[src/hw/rtl/world_to_screen_projection_unit_assert.svh]
// ----------------------------------------------------------------------------
// world_to_screen_projection_unit_assert
// assertion macros used by the projection unit rtl
// ----------------------------------------------------------------------------
`ifndef WORLD_TO_SCREEN_PROJECTION_UNIT_ASSERT_SVH
`define WORLD_TO_SCREEN_PROJECTION_UNIT_ASSERT_SVH

// checked on every edge outside reset
`define WSP_ASSERT(lbl, prop, msg) \
	lbl: assert property (@(posedge clk) disable iff (!arst_n) prop) else $error(msg);

// checked on every edge, reset included
`define WSP_ASSERT_ALWAYS(lbl, prop, msg) \
	lbl: assert property (@(posedge clk) prop) else $error(msg);

`endif

[src/hw/rtl/wsp_pkg.sv]
// ----------------------------------------------------------------------------
// wsp_pkg
// constants, types and register codes of the projection unit
// ----------------------------------------------------------------------------
package wsp_pkg;

	localparam int COORD_BITS = 32;
	localparam int FRAC_BITS  = 16;
	localparam int COEF_BITS  = 32;
	localparam int CFG_BITS   = 64;
	localparam int VP_BITS    = 15;
	localparam int IDX_BITS   = 3;
	localparam int NUM_COEFS  = 12;
	localparam int NUM_ROWS   = 6;

	// exact product, rounded row sum, magnitudes and divider widths
	localparam int PROD_BITS = COEF_BITS + COORD_BITS;
	localparam int ROW_BITS  = PROD_BITS - FRAC_BITS + 1;
	localparam int MAG_BITS  = ROW_BITS + 1;
	localparam int REM_BITS  = MAG_BITS + 1;
	localparam int NUM_BITS  = MAG_BITS + VP_BITS;
	localparam int SH_BITS   = NUM_BITS + FRAC_BITS - 1;
	localparam int HI_BITS   = SH_BITS - COORD_BITS;

	localparam logic [CFG_BITS-1:0] ROW_X_LO_RST = 64'h0000_0000_0001_0000;
	localparam logic [CFG_BITS-1:0] ROW_X_HI_RST = 64'h0;
	localparam logic [CFG_BITS-1:0] ROW_Y_LO_RST = 64'h0001_0000_0000_0000;
	localparam logic [CFG_BITS-1:0] ROW_Y_HI_RST = 64'h0;
	localparam logic [CFG_BITS-1:0] ROW_W_LO_RST = 64'h0;
	localparam logic [CFG_BITS-1:0] ROW_W_HI_RST = 64'h0001_0000_0000_0000;
	localparam logic [VP_BITS-1:0]  WIDTH_RST    = 15'd640;
	localparam logic [VP_BITS-1:0]  HEIGHT_RST   = 15'd480;

	typedef enum logic [IDX_BITS-1:0] {
		REG_ROW_X_LO      = 3'd0,
		REG_ROW_X_HI      = 3'd1,
		REG_ROW_Y_LO      = 3'd2,
		REG_ROW_Y_HI      = 3'd3,
		REG_ROW_W_LO      = 3'd4,
		REG_ROW_W_HI      = 3'd5,
		REG_SCREEN_WIDTH  = 3'd6,
		REG_SCREEN_HEIGHT = 3'd7
	} wsp_reg_t;

	// coefficient r*4+t: row r (x, y, w), term t (x, y, z, constant)
	typedef logic [NUM_COEFS-1:0][COEF_BITS-1:0] wsp_matrix_t;

	typedef struct packed {
		logic                deg;
		logic                neg_x;
		logic                neg_y;
		logic [MAG_BITS-1:0] mag_x;
		logic [MAG_BITS-1:0] mag_y;
		logic [MAG_BITS-1:0] d;
	} wsp_proj_t;

	typedef struct packed {
		logic                  deg;
		logic                  neg_x;
		logic                  neg_y;
		logic                  ovf_x;
		logic                  ovf_y;
		logic [MAG_BITS-1:0]   d;
		logic [REM_BITS-1:0]   rem_x;
		logic [REM_BITS-1:0]   rem_y;
		logic [COORD_BITS-1:0] lo_x;
		logic [COORD_BITS-1:0] lo_y;
		logic [COORD_BITS-1:0] q_x;
		logic [COORD_BITS-1:0] q_y;
	} wsp_div_t;

	typedef struct packed {
		logic [COORD_BITS-1:0] screen_x;
		logic [COORD_BITS-1:0] screen_y;
		logic                  degenerate;
		logic                  overflowed;
	} wsp_result_t;

endpackage

[src/hw/rtl/wsp_div_step.sv]
// ----------------------------------------------------------------------------
// wsp_div_step
// one restoring-division stage: one quotient bit for both lanes
// ----------------------------------------------------------------------------
module wsp_div_step (
	input  logic              clk,
	input  logic              arst_n,
	input  logic              en,
	input  logic              in_valid,
	input  wsp_pkg::wsp_div_t din,
	output logic              out_valid,
	output wsp_pkg::wsp_div_t dout
);
	localparam int RB = wsp_pkg::REM_BITS;
	localparam int CB = wsp_pkg::COORD_BITS;

	logic [RB:0] r2_x, r2_y, dv;
	logic        ge_x, ge_y;
	logic [RB:0] nr_x, nr_y;

	wsp_pkg::wsp_div_t nxt;

	assign dv   = (RB+1)'(din.d);
	assign r2_x = {din.rem_x, din.lo_x[CB-1]};
	assign r2_y = {din.rem_y, din.lo_y[CB-1]};
	assign ge_x = r2_x >= dv;
	assign ge_y = r2_y >= dv;
	assign nr_x = ge_x ? r2_x - dv : r2_x;
	assign nr_y = ge_y ? r2_y - dv : r2_y;

	always_comb begin
		nxt       = din;
		nxt.rem_x = nr_x[RB-1:0];
		nxt.rem_y = nr_y[RB-1:0];
		nxt.lo_x  = {din.lo_x[CB-2:0], 1'b0};
		nxt.lo_y  = {din.lo_y[CB-2:0], 1'b0};
		nxt.q_x   = {din.q_x[CB-2:0], ge_x};
		nxt.q_y   = {din.q_y[CB-2:0], ge_y};
	end

	always_ff @(posedge clk or negedge arst_n) begin
		if (!arst_n) begin
			out_valid <= 1'b0;
		end else if (en) begin
			out_valid <= in_valid;
		end
	end

	always_ff @(posedge clk) begin
		if (en) begin
			dout <= nxt;
		end
	end
endmodule

[config.mk]
export PLATFORM = sky130hd
export DESIGN_NAME = wsp_div_step
export DESIGN_NICKNAME = d
export VERILOG_FILES = /design/src/hw/rtl/world_to_screen_projection_unit_assert.svh /design/src/hw/rtl/wsp_pkg.sv /design/src/hw/rtl/wsp_div_step.sv
export SDC_FILE = /design/constraint.sdc
export NUM_CORES = 1
export LEC_CHECK = 0
export BUFFER_PORTS_ARGS = -buffer_cell sky130_fd_sc_hd__buf_2
export CAP_MARGIN = 40
export CORE_AREA = 4 4 221 223
export DETAILED_ROUTE_END_ITERATION = 16
export DIE_AREA = 0 0 225 227
export PLACE_DENSITY_LB_ADDON = 0.25
export SKIP_CTS_REPAIR_TIMING = 1
export SLEW_MARGIN = 20
export SYNTH_ARGS = -nofsm -noshare
export SYNTH_HDL_FRONTEND = slang
export SYNTH_SLANG_ARGS = --single-unit
[constraint.sdc]
create_clock -name clk -period 0.8 [get_ports clk]
set_input_delay 0.16 -clock clk [delete_from_list [all_inputs] [get_ports clk]]
set_output_delay 0.16 -clock clk [all_outputs]
set_load 0.005 [all_outputs]
==> flow_summary.json <==
{
  "outcome": "finished, violations left",
  "violations": "negative hold slack, negative setup slack",
  "rsz0062_at_grt": "yes",
  "grt_pass1_vias": 15100,
  "seqCellArea_um2": 8520,
  "cts_tree": "done",
  "final_nets": 3117,
  "synth_area_per_cell_um2": 11.0,
  "vias_per_cell": 5.02,
  "num_vias": 16800,
  "tns_ns": -305.85,
  "synth_top_family_by_area": "compound AO/OA/AOI/OAI gates",
  "fillers": 3707,
  "route.detailed.wl_per_inst_um": 21.6,
  "grt_overflow_total": 0,
  "tightest_slew_ns": 0.623,
  "worstSetupStartpointType": "input pin",
  "holdWs_ns": -0.0119,
  "critical_path_class": "in -> reg",
  "synth_edf_count": 283,
  "die_height_um": 227,
  "synthToLayoutAreaGrowth_pct": 86.6,
  "cts.clk_slew.worst_paths_ns": 0.07,
  "io_pins": 575,
  "finalClockSkew_ns": 0,
  "die_area_um2": 51100,
  "slew_violations": 0,
  "max_freq_ghz": 0.382,
  "powerDensity_nw_per_um2": 1730,
  "drv_cap": 0,
  "core-area_um2": 46600,
  "synth_cell_type_count": 73,
  "drc": 0,
  "cts_buffer_depth": 3,
  "fin_crit_ns": 2.62,
  "clock-sinks": 284,
  "drive_above_1_share_pct": 50.9,
  "p_leak_nw": 12.9,
  "synth_fa_ha_area_share_pct": 8.31,
  "grt_first_pass_wirelength_um": 90300,
  "start_util_pct": 33.4,
  "final-hold-violation-count": 2,
  "port_buffers": 570,
  "cp.arrival_ns": 2.95,
  "cp_max_fo": 7,
  "ys_seq_area_share_pct": 54.9,
  "grt_start_max_net_pins": 57,
  "synthXorXnorAreaFrac_pct": 5.36,
  "synth.area.mux_share_pct": 0.209,
  "cts-root-buf": "clkbuf_16",
  "relSlewSlack_pct": 58.1,
  "synthArstFlopShare_pct": 0.352,
  "antenna_found_initial": 8,
  "vdd_drop_max_uv": 1760,
  "num_rows": 79,
  "ys_seq_elements": 284,
  "ant_nets": 0,
  "setup_ws_ns": -1.82,
  "syn_area_um2": 15500,
  "setup_violations": 388,
  "end_kind": "flop",
  "synth-simple-area-share_pct": 10.7,
  "multi_input_area_um2": 8290,
  "cts_buffers": 31,
  "hp-class": "in -> reg",
  "drtIter0Drc": 1166,
  "firstDrtPassIters": 7,
  "worstSkewPairLatency_ns": 0.56,
  "worstPathRequired_ns": 1.13,
  "synth-compound-area-share_pct": 17.1,
  "wl_um": 72500,
  "synth_flop_cell": "edfxtp_1",
  "cts-htree-levels": 1,
  "dieWidth_um": 225,
  "finalCritPeriodShare_pct": 327,
  "dp_hpwl_um": 52500,
  "ys_warn_count": 0,
  "netlist_instances": 1408,
  "gp_congestion": 0.927,
  "grt.total_usage_pct": 22.9
}
path summary, 6_finish.rpt:
check / start / to / slack (ns) / depth (start not counted)
worst max register to register: out_valid$_DFFE_PN0P_ / out_valid$_DFFE_PN0P_ / 0.06 / 1
min in group asynchronous: arst_n / out_valid$_DFFE_PN0P_ / 0.44 / 3
worst min-delay path: din[176] / dout[177]$_DFFE_PP_ / -0.01 / 4
worst min register to register: out_valid$_DFFE_PN0P_ / out_valid$_DFFE_PN0P_ / 0.52 / 1
max in group asynchronous: arst_n / out_valid$_DFFE_PN0P_ / 0.26 / 3
worst max-delay path: din[189] / dout[229]$_DFFE_PP_ / -1.82 / 16
where the power goes:
part / switching, mW / leakage (nW) / total [mW] / internal, mW
Combinational: 8.06 / 9.65 / 16.6 / 8.53
Sequential: 0.589 / 2.78 / 19.1 / 18.5
Clock: 6.28 / 0.480 / 14.4 / 8.10
area by class of cell:
class | count | share of cell area [%]
clock buffer | 35 | 2.73
inverter | 78 | 1.27
timing repair buffer | 1337 | 34.7
clock inverter | 22 | 0.716
sequential | 284 | 29.4
antenna | 1 | 0.00863
multi-input combinational | 994 | 28.6
tap | 607 | 2.62
cell usage in the layout (no fill, tap or decap), types with 48 or more instances in the layout:
cell / count
buf_2: 540
buf_4: 443
edfxtp_1: 283
dlygate4sd3_1: 271
nand2_1: 116
a21oi_1: 83
o21ai_1: 67
ha_1: 56
nor2_1: 55
inv_1: 53
a21o_1: 51
xor2_1: 48
flip-flops by register name, indices dropped and copies added (netlist names):
name,cells
dout,283
out_valid,1
cell usage after synthesis (18+ instances only):
master | n | area (um^2)
nand4_1 | 22 | 138
inv_1 | 77 | 289
xor2_1 | 48 | 420
nor2_1 | 56 | 210
a21o_1 | 51 | 383
o21ai_1 | 18 | 90.1
clkbuf_1 | 34 | 128
ha_1 | 100 | 1250
edfxtp_1 | 283 | 8500
xnor2_1 | 47 | 412
nand2_1 | 181 | 679
o21ai_0 | 149 | 746
a21oi_1 | 109 | 546
worst max-delay path, cell delays in order:
cell and delay (ns):
buf_2 0.13, ha_4 0.26, a21oi_4 0.15, buf_6 0.12
o21ai_4 0.05, a221o_1 0.40, o31a_4 0.38, a31oi_4 0.20
nor2_4 0.07, nor3_4 0.20, nand2_2 0.09, a21oi_4 0.20
buf_6 0.18, buf_12 0.14, nor3_4 0.04, xor2_1 0.17
cell families after synthesis:
family | Yosys count
and+or+nand+nor | 359
adders and majority gates | 102
buffers and inverters | 131
AOI/OAI and AO/OA | 433
muxes | 3
DFF | 284
xor gates and xnor gates | 95
other | 1
routing by layer:
metal | vias up | track usage (%) | part of all wire (%)
met2 | 669 | 39.9 | 49
met5 | - | 0 | 0.10
met3 | 125 | 5.34 | 7.4
li1 | 7891 | - | -
met1 | 8150 | 29.5 | 41
met4 | 14 | 4.49 | 2.7
through the flow:
step / setup WS, ns / instances / util, % / cell area (um^2) / total power [mW]
global route: -1.91 / 3357 / 62.3 / 29000 / 52.1
floorplan: -2.06 / 1409 / - / 16300 / 24.9
finish: -1.82 / 3358 / 62.3 / 29000 / 50.0
global placement: -2.69 / 2984 / 49.6 / 23100 / 32.2
detailed placement: -2.75 / 2984 / 49.6 / 23100 / 32.3
CTS: -2.12 / 3041 / 51.8 / 24100 / 46.8
No activity file was read; power rests on OpenSTA's default activity.
