### config.mk
export PLATFORM = sky130hd
export DESIGN_NAME = wsp_finish
export DESIGN_NICKNAME = d
export VERILOG_FILES = /design/src/hw/rtl/world_to_screen_projection_unit_assert.svh /design/src/hw/rtl/wsp_pkg.sv /design/src/hw/rtl/wsp_finish.sv
export SDC_FILE = /design/constraint.sdc
export NUM_CORES = 1
export LEC_CHECK = 0
export ABC_CLOCK_PERIOD_IN_PS = 1000
export BUFFER_PORTS_ARGS = -buffer_cell sky130_fd_sc_hd__buf_2
export CORE_MARGIN = 2
export CORE_UTILIZATION = 25
export CTS_CLUSTER_SIZE = 14
export DETAILED_ROUTE_END_ITERATION = 8
export SETUP_SLACK_MARGIN = 0.05
export SLEW_MARGIN = 20
export SYNTH_ARGS = -nofsm -noshare
export SYNTH_HDL_FRONTEND = slang
export SYNTH_SLANG_ARGS = --single-unit
### constraint.sdc
create_clock -name clk -period 1 [get_ports clk]
set_input_delay 0.05 -clock clk [delete_from_list [all_inputs] [get_ports clk]]
set_output_delay 0.05 -clock clk [all_outputs]
set_load 0.01 [all_outputs]
### src/hw/rtl/world_to_screen_projection_unit_assert.svh
// ----------------------------------------------------------------------------
// world_to_screen_projection_unit_assert
// assertion macros used by the projection unit rtl
// ----------------------------------------------------------------------------
`ifndef WORLD_TO_SCREEN_PROJECTION_UNIT_ASSERT_SVH
`define WORLD_TO_SCREEN_PROJECTION_UNIT_ASSERT_SVH

// checked on every edge outside reset
`define WSP_ASSERT(lbl, prop, msg) \
	lbl: assert property (@(posedge clk) disable iff (!arst_n) prop) else $error(msg);

// checked on every edge, reset included
`define WSP_ASSERT_ALWAYS(lbl, prop, msg) \
	lbl: assert property (@(posedge clk) prop) else $error(msg);

`endif

### src/hw/rtl/wsp_pkg.sv
// ----------------------------------------------------------------------------
// wsp_pkg
// constants, types and register codes of the projection unit
// ----------------------------------------------------------------------------
package wsp_pkg;

	localparam int COORD_BITS = 32;
	localparam int FRAC_BITS  = 16;
	localparam int COEF_BITS  = 32;
	localparam int CFG_BITS   = 64;
	localparam int VP_BITS    = 15;
	localparam int IDX_BITS   = 3;
	localparam int NUM_COEFS  = 12;
	localparam int NUM_ROWS   = 6;

	// exact product, rounded row sum, magnitudes and divider widths
	localparam int PROD_BITS = COEF_BITS + COORD_BITS;
	localparam int ROW_BITS  = PROD_BITS - FRAC_BITS + 1;
	localparam int MAG_BITS  = ROW_BITS + 1;
	localparam int REM_BITS  = MAG_BITS + 1;
	localparam int NUM_BITS  = MAG_BITS + VP_BITS;
	localparam int SH_BITS   = NUM_BITS + FRAC_BITS - 1;
	localparam int HI_BITS   = SH_BITS - COORD_BITS;

	localparam logic [CFG_BITS-1:0] ROW_X_LO_RST = 64'h0000_0000_0001_0000;
	localparam logic [CFG_BITS-1:0] ROW_X_HI_RST = 64'h0;
	localparam logic [CFG_BITS-1:0] ROW_Y_LO_RST = 64'h0001_0000_0000_0000;
	localparam logic [CFG_BITS-1:0] ROW_Y_HI_RST = 64'h0;
	localparam logic [CFG_BITS-1:0] ROW_W_LO_RST = 64'h0;
	localparam logic [CFG_BITS-1:0] ROW_W_HI_RST = 64'h0001_0000_0000_0000;
	localparam logic [VP_BITS-1:0]  WIDTH_RST    = 15'd640;
	localparam logic [VP_BITS-1:0]  HEIGHT_RST   = 15'd480;

	typedef enum logic [IDX_BITS-1:0] {
		REG_ROW_X_LO      = 3'd0,
		REG_ROW_X_HI      = 3'd1,
		REG_ROW_Y_LO      = 3'd2,
		REG_ROW_Y_HI      = 3'd3,
		REG_ROW_W_LO      = 3'd4,
		REG_ROW_W_HI      = 3'd5,
		REG_SCREEN_WIDTH  = 3'd6,
		REG_SCREEN_HEIGHT = 3'd7
	} wsp_reg_t;

	// coefficient r*4+t: row r (x, y, w), term t (x, y, z, constant)
	typedef logic [NUM_COEFS-1:0][COEF_BITS-1:0] wsp_matrix_t;

	typedef struct packed {
		logic                deg;
		logic                neg_x;
		logic                neg_y;
		logic [MAG_BITS-1:0] mag_x;
		logic [MAG_BITS-1:0] mag_y;
		logic [MAG_BITS-1:0] d;
	} wsp_proj_t;

	typedef struct packed {
		logic                  deg;
		logic                  neg_x;
		logic                  neg_y;
		logic                  ovf_x;
		logic                  ovf_y;
		logic [MAG_BITS-1:0]   d;
		logic [REM_BITS-1:0]   rem_x;
		logic [REM_BITS-1:0]   rem_y;
		logic [COORD_BITS-1:0] lo_x;
		logic [COORD_BITS-1:0] lo_y;
		logic [COORD_BITS-1:0] q_x;
		logic [COORD_BITS-1:0] q_y;
	} wsp_div_t;

	typedef struct packed {
		logic [COORD_BITS-1:0] screen_x;
		logic [COORD_BITS-1:0] screen_y;
		logic                  degenerate;
		logic                  overflowed;
	} wsp_result_t;

endpackage

### src/hw/rtl/wsp_finish.sv
// ----------------------------------------------------------------------------
// wsp_finish
// round to nearest, saturate, apply sign and the zero-w case (1 stage)
// ----------------------------------------------------------------------------
module wsp_finish (
	input  logic                 clk,
	input  logic                 arst_n,
	input  logic                 en,
	input  logic                 in_valid,
	input  wsp_pkg::wsp_div_t    din,
	output logic                 out_valid,
	output wsp_pkg::wsp_result_t res
);
	localparam int CB = wsp_pkg::COORD_BITS;
	localparam int RB = wsp_pkg::REM_BITS;

	logic [CB-1:0] val_x, val_y;
	logic          ov_x, ov_y;

	function automatic logic [CB:0] lane(input logic [CB-1:0] q, input logic [RB-1:0] rem,
		input logic [wsp_pkg::MAG_BITS-1:0] d, input logic neg, input logic pre);
		logic          up;
		logic [CB:0]   qr, lim, v;
		logic          ov;
		up  = {rem, 1'b0} >= (RB+1)'(d);
		qr  = (CB+1)'(q) + (CB+1)'(up);
		lim = ((CB+1)'(1) << (CB - 1)) - (CB+1)'(!neg);
		ov  = pre || (qr > lim);
		v   = ov ? lim : qr;
		v   = neg ? (CB+1)'(-v) : v;
		return {ov, v[CB-1:0]};
	endfunction

	assign {ov_x, val_x} = lane(din.q_x, din.rem_x, din.d, din.neg_x, din.ovf_x);
	assign {ov_y, val_y} = lane(din.q_y, din.rem_y, din.d, din.neg_y, din.ovf_y);

	always_ff @(posedge clk or negedge arst_n) begin
		if (!arst_n) begin
			out_valid <= 1'b0;
		end else if (en) begin
			out_valid <= in_valid;
		end
	end

	always_ff @(posedge clk) begin
		if (en) begin
			res.screen_x   <= din.deg ? '0 : val_x;
			res.screen_y   <= din.deg ? '0 : val_y;
			res.degenerate <= din.deg;
			res.overflowed <= !din.deg && (ov_x || ov_y);
		end
	end
endmodule

==> summary.md <==
| Metric | Value |
|---|---|
| Placed cells | `2476` |
| DIE WIDTH | `206 microns` |
| Post-Layout Cell Count | `2615` |
| CTS tree | `built` |
| # port buffers | `291` |
| Number of DRC markers in iteration 0 | `1026` |
| Slew headroom | `64.2%` |
| Area growth syn-to-layout | `87.8%` |
| Status | `finished with violations` |
| Number of synthesized register bits | `67` |
| Top_reg_cell synth | `edfxtp_1` |
| CP Data Arrival Time | `between 6 and 7 ns` |
| Share of the synthesized area in the top cell type | `20.7%` |
| First-pass GRT wire length | `68400 microns` |
| Die Span Y | `206 microns` |
| Syn Nets | `1749` |
| Terminus of the critical flop-to-flop path | `out_valid` |
| Post-synth top area cell | `ha_1` |
| Routed vias/inst | `between 5 and 6` |
| Min-delay src | `en` |
| Avg Inst Size Synth | `slightly below 8 sq um` |
| Vias in the first global route | `13.2k` |
| Ys Warns | `0` |
| Pin count of the biggest net entering global routing | `34` |
| Final wirelength | `47600 microns` |
| Critical path's slowest cell | `or4b_4` |
| Worst setup EP type | `flip-flop` |
| Seq/Total Area, Yosys | `19.6%` |
| Worst-path fanout max | `6` |
| WL met2 | `23200 microns` |
| DRC errors left | `0` |
| Reg2reg path depth | `1` |
| Routed wl met3 | `2600 microns` |
| CTS H-Tree Depth | `3` |
| Final worst-path cycle share | `650%` |
| Hold path endpoint | `out_valid` |
| Setup TNS | `-310.43 ns` |
| # IOs | `between 300 and 400` |
| Filler instances | `3738` |
| CP max stage delay | `0.50 ns` |
| Std cell rows | `74` |
| Post-synth cell types | `73` |
| Clock transition at path regs | `0.06 ns` |
| Total CTS buffers | `9` |
| CTS Sinks | `67` |
| Worst Hold Class | `input pin to flip-flop` |
| Final min period | `around 6.5 ns` |
| Final nets | `2534` |
| Leakage power | `about 0.0090 uW` |
| Initial antenna violation count | `2` |
| Gpl congestion | `about 0.93` |
| Max layer used | `met4` |
| Final setup margin | `-5.50 ns` |
| CTS Root Buffer Type | `clkbuf_16` |
| Syn Std Cell Area | `10200 sq um` |
| Length of routed wiring on met1 | `19800 microns` |
| Max cap viols | `0` |
| EDFF count, synth | `66` |
| Remaining global-route overflow | `0` |
| RSZ-0062 raised after global routing | `true` |
| Mapped Cells | `1291` |
| WS Path Type | `input pin to flip-flop` |
| Pins over their slew limit | `0` |
| # setup viols final | `71` |
| Slew @ Worst Pin | `0.533 ns` |
| Clk buf depth | `2` |
| Vias | `13.6k` |
| Hpwl dp | `34100 microns` |
| Final hold violation count | `0` |
| Ratio of cells with drive above 1 in the final layout | `54.8%` |
| Hold depth | `2` |
| WL per Instance | `between 15 and 20 microns` |
| First-pass DRT Iterations | `5` |
| Power Density | `~830 nW/um^2` |
| Reg-to-reg slack, setup | `0.25 ns` |
| Starting Density | `25.2%` |
| Worst path required time | `1.10 ns` |
| Detail Route Antenna Nets | `0` |
| Clock Latency Late Sink | `0.35 ns` |
| Core box area | `40600 sq um` |
| Reg2reg start | `out_valid` |
| Most used cell, CP | `ha_4` |
| Peak supply drop | `0.763 mV` |
| Setup Skew | `0 ns` |
| Failing checks | `negative setup slack` |
| Worst Setup Start Kind | `input pin` |
| Top post-synthesis cells by area | `ha_1 21%, edfxtp_1 19%, a21oi_1 6.1%, inv_1 4.0%, nand4_1 4.0%` |
| Die Area | `42500 sq um` |
| GRT Total Usage | `between 20 and 25%` |
| F_max | `154 MHz` |
| Async set-reset flop share out of synthesis | `approximately 1.5%` |
-- stage by stage --
stage / cell area, sq um / utilization, % / total power (uW) / worst slack, ns / hold slack, ns
floorplan: 11000 / - / 6770 / -5.34 / -0.246
global placement: 15900 / 39.3 / 9600 / -5.80 / -0.176
detailed placement: 15900 / 39.3 / 9720 / -5.93 / -0.175
CTS: 17800 / 44.0 / 14700 / -5.28 / 0.0677
global route: 19200 / 47.3 / 16800 / -5.69 / 0.0750
finish: 19200 / 47.3 / 16000 / -5.50 / 0.0762
-- cells in the mapped netlist (all sizes together), types with 9 or more instances --
cell type    n
buf         14
ha         169
mux2i       19
clkbuf      37
nand2       92
xor2        24
nand2b      10
and3        15
a211oi      15
edfxtp      66
nor3        33
a21o        52
a221oi      13
nand4       68
and2        12
o211ai       9
nor4        28
o21ai       46
a21oi      125
nor2        84
or3         11
inv        110
xnor2       38
and4        17
nand3       82
-- cell usage in the layout (no fill, tap or decap), drive strengths merged, types with 9 or more instances in the layout --
cell	instances
and3	15
xnor2	38
nand2	92
a211oi	15
a221oi	13
nor2	84
and2	12
mux2i	19
o211ai	9
clkbuf	14
inv	111
buf	817
edfxtp	66
a21oi	125
a21o	52
or3	11
ha	169
xor2	24
nor4	28
nor3	33
nand4	68
and4	17
nand3	82
o21ai	46
nand2b	10
-- sequential cells by signal (all words and copies together), names as in the netlist --
name       count
out_valid      1
res           66
-- area by class of cell --
class                      instances  area [sq um]  share of cell area [%]
antenna                            2          5.00                  0.0261
clock buffer                      10           229                    1.19
clock inverter                     6           113                   0.587
inverter                         112           453                    2.36
multi-input combinational       1061          9530                    49.6
sequential                        67          2010                    10.5
tap                              532           666                    3.47
timing repair buffer             825          6190                    32.3
-- worst max-delay path by stage --
stage | slack (ns) | start | to | depth (start not counted)
finish | -5.50 | din[231] | res[30] | 32
global route | -5.69 | din[231] | res[30] | 33
CTS | -5.28 | din[231] | res[30] | 35
detailed placement | -5.93 | din[231] | res[22] | 37
global placement | -5.80 | din[231] | res[30] | 35
floorplan | -5.34 | din[231] | res[30] | 35
-- repair_timing --
| action | in CTS | in global routing |
|---|---|---|
| hold endpoints to repair | 2 | 0 |
| setup buffers | 70 | 47 |
| hold buffers | 3 | 0 |
| resized for setup | 165 | 190 |
| endpoints found under the setup margin | 89 | 104 |
| pin swaps | 84 | 101 |
| cloned | 8 | 5 |
-- where the power goes --
| part | leakage, uW | switching [uW] | internal (uW) |
|---|---|---|---|
| logic | 0.00818 | 4210 | 4350 |
| clock network | 0.000167 | 1400 | 2450 |
| registers | 0.000650 | 112 | 3440 |
| total | 0.00900 | 5730 | 10200 |
-- kinds of logic after synthesis --
| family | Yosys count | share of synthesized area, % |
|---|---|---|
| mux | 23 | 2.30 |
| simple gates | 479 | 25.0 |
| buf+inv | 163 | 6.28 |
| fa+ha+maj | 169 | 20.7 |
| xor+xnor | 62 | 5.31 |
| flops | 67 | 19.6 |
| compound gates | 328 | 20.8 |
-- critical path: cells and delay by family --
kind / cells / cell delay (ns)
AO/OA/AOI/OAI: 14 / 3.40
adder cells (fa/ha/maj): 5 / 1.00
AND/OR/NAND/NOR: 8 / 1.40
buffers and inverters: 3 / 0.31
multiplexers: 1 / 0.26
XOR/XNOR: 1 / 0.16
-- metal layers --
| metal | up-vias | GRT usage, % |
|---|---|---|
| met5 | - | 0 |
| met3 | 151 | 1.92 |
| met4 | 0 | 6.86 |
| met2 | 555 | 36.1 |
| li1 | 6457 | - |
| met1 | 6451 | 25.8 |
(Power assumes the default switching activity.)
