`config.mk`:
```
export PLATFORM = sky130hd
export DESIGN_NAME = wsp_scale
export DESIGN_NICKNAME = d
export VERILOG_FILES = /design/src/hw/rtl/world_to_screen_projection_unit_assert.svh /design/src/hw/rtl/wsp_pkg.sv /design/src/hw/rtl/wsp_scale.sv
export SDC_FILE = /design/constraint.sdc
export NUM_CORES = 2
export LEC_CHECK = 0
export ABC_AREA = 0
export BUFFER_PORTS_ARGS = -buffer_cell sky130_fd_sc_hd__buf_2
export CAP_MARGIN = 20
export CORE_ASPECT_RATIO = 0.7
export CORE_MARGIN = 2
export CORE_UTILIZATION = 65
export CTS_BUF_LIST = sky130_fd_sc_hd__clkbuf_8
export DETAILED_ROUTE_END_ITERATION = 8
export PLACE_DENSITY_LB_ADDON = 0.3
export SYNTH_ARGS = -nofsm -noshare
export SYNTH_HDL_FRONTEND = slang
export SYNTH_SLANG_ARGS = --single-unit
export TNS_END_PERCENT = 5
```
`constraint.sdc`:
```
create_clock -name clk -period 6.9 [get_ports clk]
set_clock_uncertainty 0.15 [all_clocks]
set_input_delay 0.69 -clock clk [delete_from_list [all_inputs] [get_ports clk]]
set_output_delay 0.69 -clock clk [all_outputs]
set_load 0.03 [all_outputs]
```
`src/hw/rtl/world_to_screen_projection_unit_assert.svh`:
```
// ----------------------------------------------------------------------------
// world_to_screen_projection_unit_assert
// assertion macros used by the projection unit rtl
// ----------------------------------------------------------------------------
`ifndef WORLD_TO_SCREEN_PROJECTION_UNIT_ASSERT_SVH
`define WORLD_TO_SCREEN_PROJECTION_UNIT_ASSERT_SVH

// checked on every edge outside reset
`define WSP_ASSERT(lbl, prop, msg) \
	lbl: assert property (@(posedge clk) disable iff (!arst_n) prop) else $error(msg);

// checked on every edge, reset included
`define WSP_ASSERT_ALWAYS(lbl, prop, msg) \
	lbl: assert property (@(posedge clk) prop) else $error(msg);

`endif

```
`src/hw/rtl/wsp_pkg.sv`:
```
// ----------------------------------------------------------------------------
// wsp_pkg
// constants, types and register codes of the projection unit
// ----------------------------------------------------------------------------
package wsp_pkg;

	localparam int COORD_BITS = 32;
	localparam int FRAC_BITS  = 16;
	localparam int COEF_BITS  = 32;
	localparam int CFG_BITS   = 64;
	localparam int VP_BITS    = 15;
	localparam int IDX_BITS   = 3;
	localparam int NUM_COEFS  = 12;
	localparam int NUM_ROWS   = 6;

	// exact product, rounded row sum, magnitudes and divider widths
	localparam int PROD_BITS = COEF_BITS + COORD_BITS;
	localparam int ROW_BITS  = PROD_BITS - FRAC_BITS + 1;
	localparam int MAG_BITS  = ROW_BITS + 1;
	localparam int REM_BITS  = MAG_BITS + 1;
	localparam int NUM_BITS  = MAG_BITS + VP_BITS;
	localparam int SH_BITS   = NUM_BITS + FRAC_BITS - 1;
	localparam int HI_BITS   = SH_BITS - COORD_BITS;

	localparam logic [CFG_BITS-1:0] ROW_X_LO_RST = 64'h0000_0000_0001_0000;
	localparam logic [CFG_BITS-1:0] ROW_X_HI_RST = 64'h0;
	localparam logic [CFG_BITS-1:0] ROW_Y_LO_RST = 64'h0001_0000_0000_0000;
	localparam logic [CFG_BITS-1:0] ROW_Y_HI_RST = 64'h0;
	localparam logic [CFG_BITS-1:0] ROW_W_LO_RST = 64'h0;
	localparam logic [CFG_BITS-1:0] ROW_W_HI_RST = 64'h0001_0000_0000_0000;
	localparam logic [VP_BITS-1:0]  WIDTH_RST    = 15'd640;
	localparam logic [VP_BITS-1:0]  HEIGHT_RST   = 15'd480;

	typedef enum logic [IDX_BITS-1:0] {
		REG_ROW_X_LO      = 3'd0,
		REG_ROW_X_HI      = 3'd1,
		REG_ROW_Y_LO      = 3'd2,
		REG_ROW_Y_HI      = 3'd3,
		REG_ROW_W_LO      = 3'd4,
		REG_ROW_W_HI      = 3'd5,
		REG_SCREEN_WIDTH  = 3'd6,
		REG_SCREEN_HEIGHT = 3'd7
	} wsp_reg_t;

	// coefficient r*4+t: row r (x, y, w), term t (x, y, z, constant)
	typedef logic [NUM_COEFS-1:0][COEF_BITS-1:0] wsp_matrix_t;

	typedef struct packed {
		logic                deg;
		logic                neg_x;
		logic                neg_y;
		logic [MAG_BITS-1:0] mag_x;
		logic [MAG_BITS-1:0] mag_y;
		logic [MAG_BITS-1:0] d;
	} wsp_proj_t;

	typedef struct packed {
		logic                  deg;
		logic                  neg_x;
		logic                  neg_y;
		logic                  ovf_x;
		logic                  ovf_y;
		logic [MAG_BITS-1:0]   d;
		logic [REM_BITS-1:0]   rem_x;
		logic [REM_BITS-1:0]   rem_y;
		logic [COORD_BITS-1:0] lo_x;
		logic [COORD_BITS-1:0] lo_y;
		logic [COORD_BITS-1:0] q_x;
		logic [COORD_BITS-1:0] q_y;
	} wsp_div_t;

	typedef struct packed {
		logic [COORD_BITS-1:0] screen_x;
		logic [COORD_BITS-1:0] screen_y;
		logic                  degenerate;
		logic                  overflowed;
	} wsp_result_t;

endpackage

```
`src/hw/rtl/wsp_scale.sv`:
```
// ----------------------------------------------------------------------------
// wsp_scale
// viewport scaling and divider entry with high-quotient overflow check (2 stages)
// ----------------------------------------------------------------------------
module wsp_scale (
	input  logic                          clk,
	input  logic                          arst_n,
	input  logic                          en,
	input  logic                          in_valid,
	input  wsp_pkg::wsp_proj_t            proj,
	input  logic [wsp_pkg::VP_BITS-1:0]   width,
	input  logic [wsp_pkg::VP_BITS-1:0]   height,
	output logic                          out_valid,
	output wsp_pkg::wsp_div_t             div
);
	localparam int NB = wsp_pkg::NUM_BITS;
	localparam int SB = wsp_pkg::SH_BITS;
	localparam int HB = wsp_pkg::HI_BITS;
	localparam int CB = wsp_pkg::COORD_BITS;
	localparam int MB = wsp_pkg::MAG_BITS;

	logic               valid_s4;
	logic [NB-1:0]      n_x_s4, n_y_s4;
	wsp_pkg::wsp_proj_t proj_s4;

	logic [SB-1:0] sh_x, sh_y;
	logic [HB-1:0] hi_x, hi_y;
	logic          pre_x, pre_y;

	// numerator times 2^(frac-1); quotient bits above the output width only flag overflow
	assign sh_x  = {n_x_s4, (wsp_pkg::FRAC_BITS - 1)'(0)};
	assign sh_y  = {n_y_s4, (wsp_pkg::FRAC_BITS - 1)'(0)};
	assign hi_x  = sh_x[SB-1 -: HB];
	assign hi_y  = sh_y[SB-1 -: HB];
	assign pre_x = MB'(hi_x) >= proj_s4.d;
	assign pre_y = MB'(hi_y) >= proj_s4.d;

	always_ff @(posedge clk or negedge arst_n) begin
		if (!arst_n) begin
			valid_s4  <= 1'b0;
			out_valid <= 1'b0;
		end else if (en) begin
			valid_s4  <= in_valid;
			out_valid <= valid_s4;
		end
	end

	always_ff @(posedge clk) begin
		if (en) begin
			proj_s4   <= proj;
			n_x_s4    <= NB'(proj.mag_x) * NB'(width);
			n_y_s4    <= NB'(proj.mag_y) * NB'(height);
			div.deg   <= proj_s4.deg;
			div.neg_x <= proj_s4.neg_x;
			div.neg_y <= proj_s4.neg_y;
			div.ovf_x <= pre_x;
			div.ovf_y <= pre_y;
			div.d     <= proj_s4.d;
			div.rem_x <= pre_x ? '0 : wsp_pkg::REM_BITS'(hi_x);
			div.rem_y <= pre_y ? '0 : wsp_pkg::REM_BITS'(hi_y);
			div.lo_x  <= sh_x[CB-1:0];
			div.lo_y  <= sh_y[CB-1:0];
			div.q_x   <= '0;
			div.q_y   <= '0;
		end
	end
endmodule

```
==> results.py <==
metrics = {
    "placed_design": {
        "dpl_cell_area_um2": 68000,
        "port_buffers": 372,
        "placedCellCount": 8127,
        "dp_hpwl_mm": 147,
        "place_congestion": 0.992,
    },
    "floorplan": {
        "die_area_um2": 96600,
        "start_util_pct": 65.3,
        "chipHeight_um": 261,
        "die_w_um": 371,
        "io_pins": 473,
        "rows": 94,
        "coreArea_um2": 93600,
    },
    "logic_synthesis": {
        "synthCells": 6205,
        "ys_ff_latch": 370,
        "synth_cell_types": 75,
        "syn_avg_cell_area_um2": 9.86,
        "async_flop_share_pct": 0.541,
        "ys_seq_area_share_pct": 18.1,
        "yosysWarnings": 0,
        "netlist_area_um2": 61200,
        "synth_ff_type": "edfxtp_1",
        "synth_edf_count": 368,
    },
    "worst_hold_path": {
        "min_to": "proj_s4[28]",
        "whs_path_depth": 1,
        "hp-class": "in -> reg",
        "hp-start": "proj[28]",
    },
    "timing": {
        "worst_pin_slew_ps": 1030,
        "rsz0062_at_grt": "true",
        "finalHoldViolCount": 0,
        "fmax_ghz": 0.147,
        "period_needed_ps": 6810,
        "drv_slew": 0,
        "setup_viol": 0,
        "fin_crit_sh_pct": 98.7,
        "slew-limit-headroom_pct": 31.4,
        "hold_ws_ps": 32.4,
    },
    "critical_path": {
        "reg2reg_slack_ps": 2600,
        "crit_fanout": 11,
        "r2r_start": "proj_s4[0]",
        "r2r-end": "div[203]",
        "endpoint_kind": "flip-flop",
        "path_class": "in -> reg",
        "critPathArrivalTime_ps": 7100,
        "rr_worst_depth": 11,
        "required_ps": 7190,
        "cp-start-kind": "input pin",
    },
    "grt": {
        "grt_pass1_wl_mm": 279,
        "overflow": 0,
        "grt_max_degree": 185,
        "grt_pass1_vias": 49000,
        "grt_usage_pct": 38.1,
        "antenna_found_initial": 9,
    },
    "routing": {
        "viasPerCell": 5.63,
        "drc": 0,
        "dr.first_iter.drc_count": 5108,
        "drtAntennaViolNets": 0,
        "num_vias": 46700,
        "wire_per_inst_um": 21.5,
        "drt_pre_antenna_iters": 8,
        "finalWirelength_mm": 178,
    },
    "clock_tree": {
        "clk_latency_ps": 760,
        "root_buffer": "clkbuf_8",
        "cts_buffer_depth": 3,
        "htreeDepth": 2,
        "cts.sinks": 370,
        "cts_buffers": 58,
        "clk_pin_slew_worst_paths_ps": 70,
        "cts_tree": "yes",
    },
    "finish": {
        "nets": 8771,
        "final_cell_mix": "inv_1 (1256), fa_1 (1244), nand2_1 (861)",
        "final_common_cell": "inv_1",
        "instances_no_fill": 8289,
        "drive_gt1_share_pct": 16.3,
        "areaGrowthSynthToFinish_pct": 14.6,
        "fillCellCount": 6521,
        "stdcell_area_um2": 70100,
    },
    "flow_run": {
        "cap_violations": 0,
    },
    "status": {
        "status": "finished, final reports clean",
    },
}
==> worst max-delay path: stages <==
cell and delay, ps:
clkbuf_4 200, buf_4 170, and2_1 150, fa_1 550, inv_1 60, fa_1 550
inv_1 70, fa_1 480, fa_1 510, fa_1 500, inv_1 50, fa_1 480
inv_1 60, ha_4 280, a21oi_1 80, o21a_2 250, a2111oi_4 340, and2_4 210
a21oi_4 90, buf_4 170, o211ai_1 280, o221a_2 290, a31oi_1 80, buf_4 160
o31ai_2 210, xnor2_1 100
==> state kept, by name, indices dropped and copies added, names as in the netlist <==
| register | flops |
|---|---|
| div | 185 |
| n_x_s4 | 65 |
| n_y_s4 | 65 |
| proj_s4 | 53 |
| out_valid | 1 |
| valid_s4 | 1 |
==> synth_stat cells, types with 4 or more instances <==
master    count  area (µm²)
o21a_1       16         120
nand4_1      59         369
buf_2         7        35.0
o31ai_1       8        60.1
xor2_1       47         412
a21o_1       97         728
a211oi_1      5        37.5
o21ai_0      89         445
nand3_1      22         110
or2_2         4        25.0
nor3b_1       4        30.0
a221oi_1      4        35.0
buf_4       106         796
o41ai_1       4        35.0
nand2b_1     13        81.3
fa_1       1244       24900
or3_1         7        43.8
o21bai_1     31         233
a21oi_1     175         876
xnor2_1      73         639
nor3_1       17        85.1
and4_1        6        52.6
and3_1        6        37.5
inv_1      1248        4680
edfxtp_1    368       11100
a31oi_1      13        81.3
nor2b_1      21         131
nor2_1       82         308
nand2_1     861        3230
clkbuf_1    310        1160
o211ai_1      9        67.6
ha_1        354        4430
and2_1      837        5240
==> kinds of logic (layout without fill, tap and decap cells) <==
| kind of cell | after synthesis | count (layout) | synth area share [%] |
|---|---|---|---|
| simple gates | 1952 | 1952 | 16.1 |
| buf+inv | 1672 | 2403 | 10.9 |
| fa+ha+maj | 1598 | 1598 | 48.0 |
| compound gates | 490 | 490 | 5.10 |
| flops | 370 | 370 | 18.1 |
| xor+xnor | 120 | 120 | 1.72 |
| mux | 2 | 2 | 0.0368 |
| other cells | 1 | 106 | 0.00613 |
==> how the worst max path moves through the flow <==
stage | cells past startpoint | start | end | slack (ps)
CTS | 23 | height[0] | n_y_s4[54] | 5
global placement | 28 | width[0] | n_x_s4[58] | -740
finish | 26 | height[0] | n_y_s4[64] | 90
detailed placement | 24 | height[0] | n_y_s4[63] | -760
global route | 26 | height[0] | n_y_s4[64] | -70
floorplan | 23 | width[9] | n_x_s4[64] | -20
==> per-stage QoR <==
stage          setup TNS [ps]  setup slack, ps  util (%)
2_1_floorplan           -29.0            -18.0         -
3_3_place_gp           -23320             -740      72.7
3_5_place_dp           -28680             -762      72.7
4_1_cts                     0             5.43      74.5
5_1_grt                  -326            -74.9      74.9
6_report                    0             92.7      74.9
==> timing repair <==
item,CTS,global route
buffers inserted,0,3
gates resized for setup,1,81
hold buffers,44,0
gates cloned,0,0
endpoints found under the hold margin,45,0
endpoints found under the setup margin,1,40
pin swaps,0,12
==> final cells by class <==
type | count | area [µm²] | share of cell area [%]
sequential | 370 | 11100 | 15.8
inverter | 1248 | 4680 | 6.68
tap | 1248 | 1560 | 2.23
clock buffer | 58 | 798 | 1.14
timing repair buffer | 1046 | 7470 | 10.7
multi-input combinational | 4262 | 44000 | 62.7
antenna | 6 | 15.0 | 0.0214
clock inverter | 51 | 504 | 0.719
==> layer usage <==
| layer | track usage [%] | share of wire, % |
|---|---|---|
| met4 | 14.0 | 4.3 |
| met3 | 12.8 | 14 |
| met2 | 52.3 | 41 |
| met5 | 0.838 | 0.074 |
| met1 | 56.3 | 41 |
Power is not shown: default switching activity piles up to over one toggle a cycle in this logic, so the estimate is an artifact.
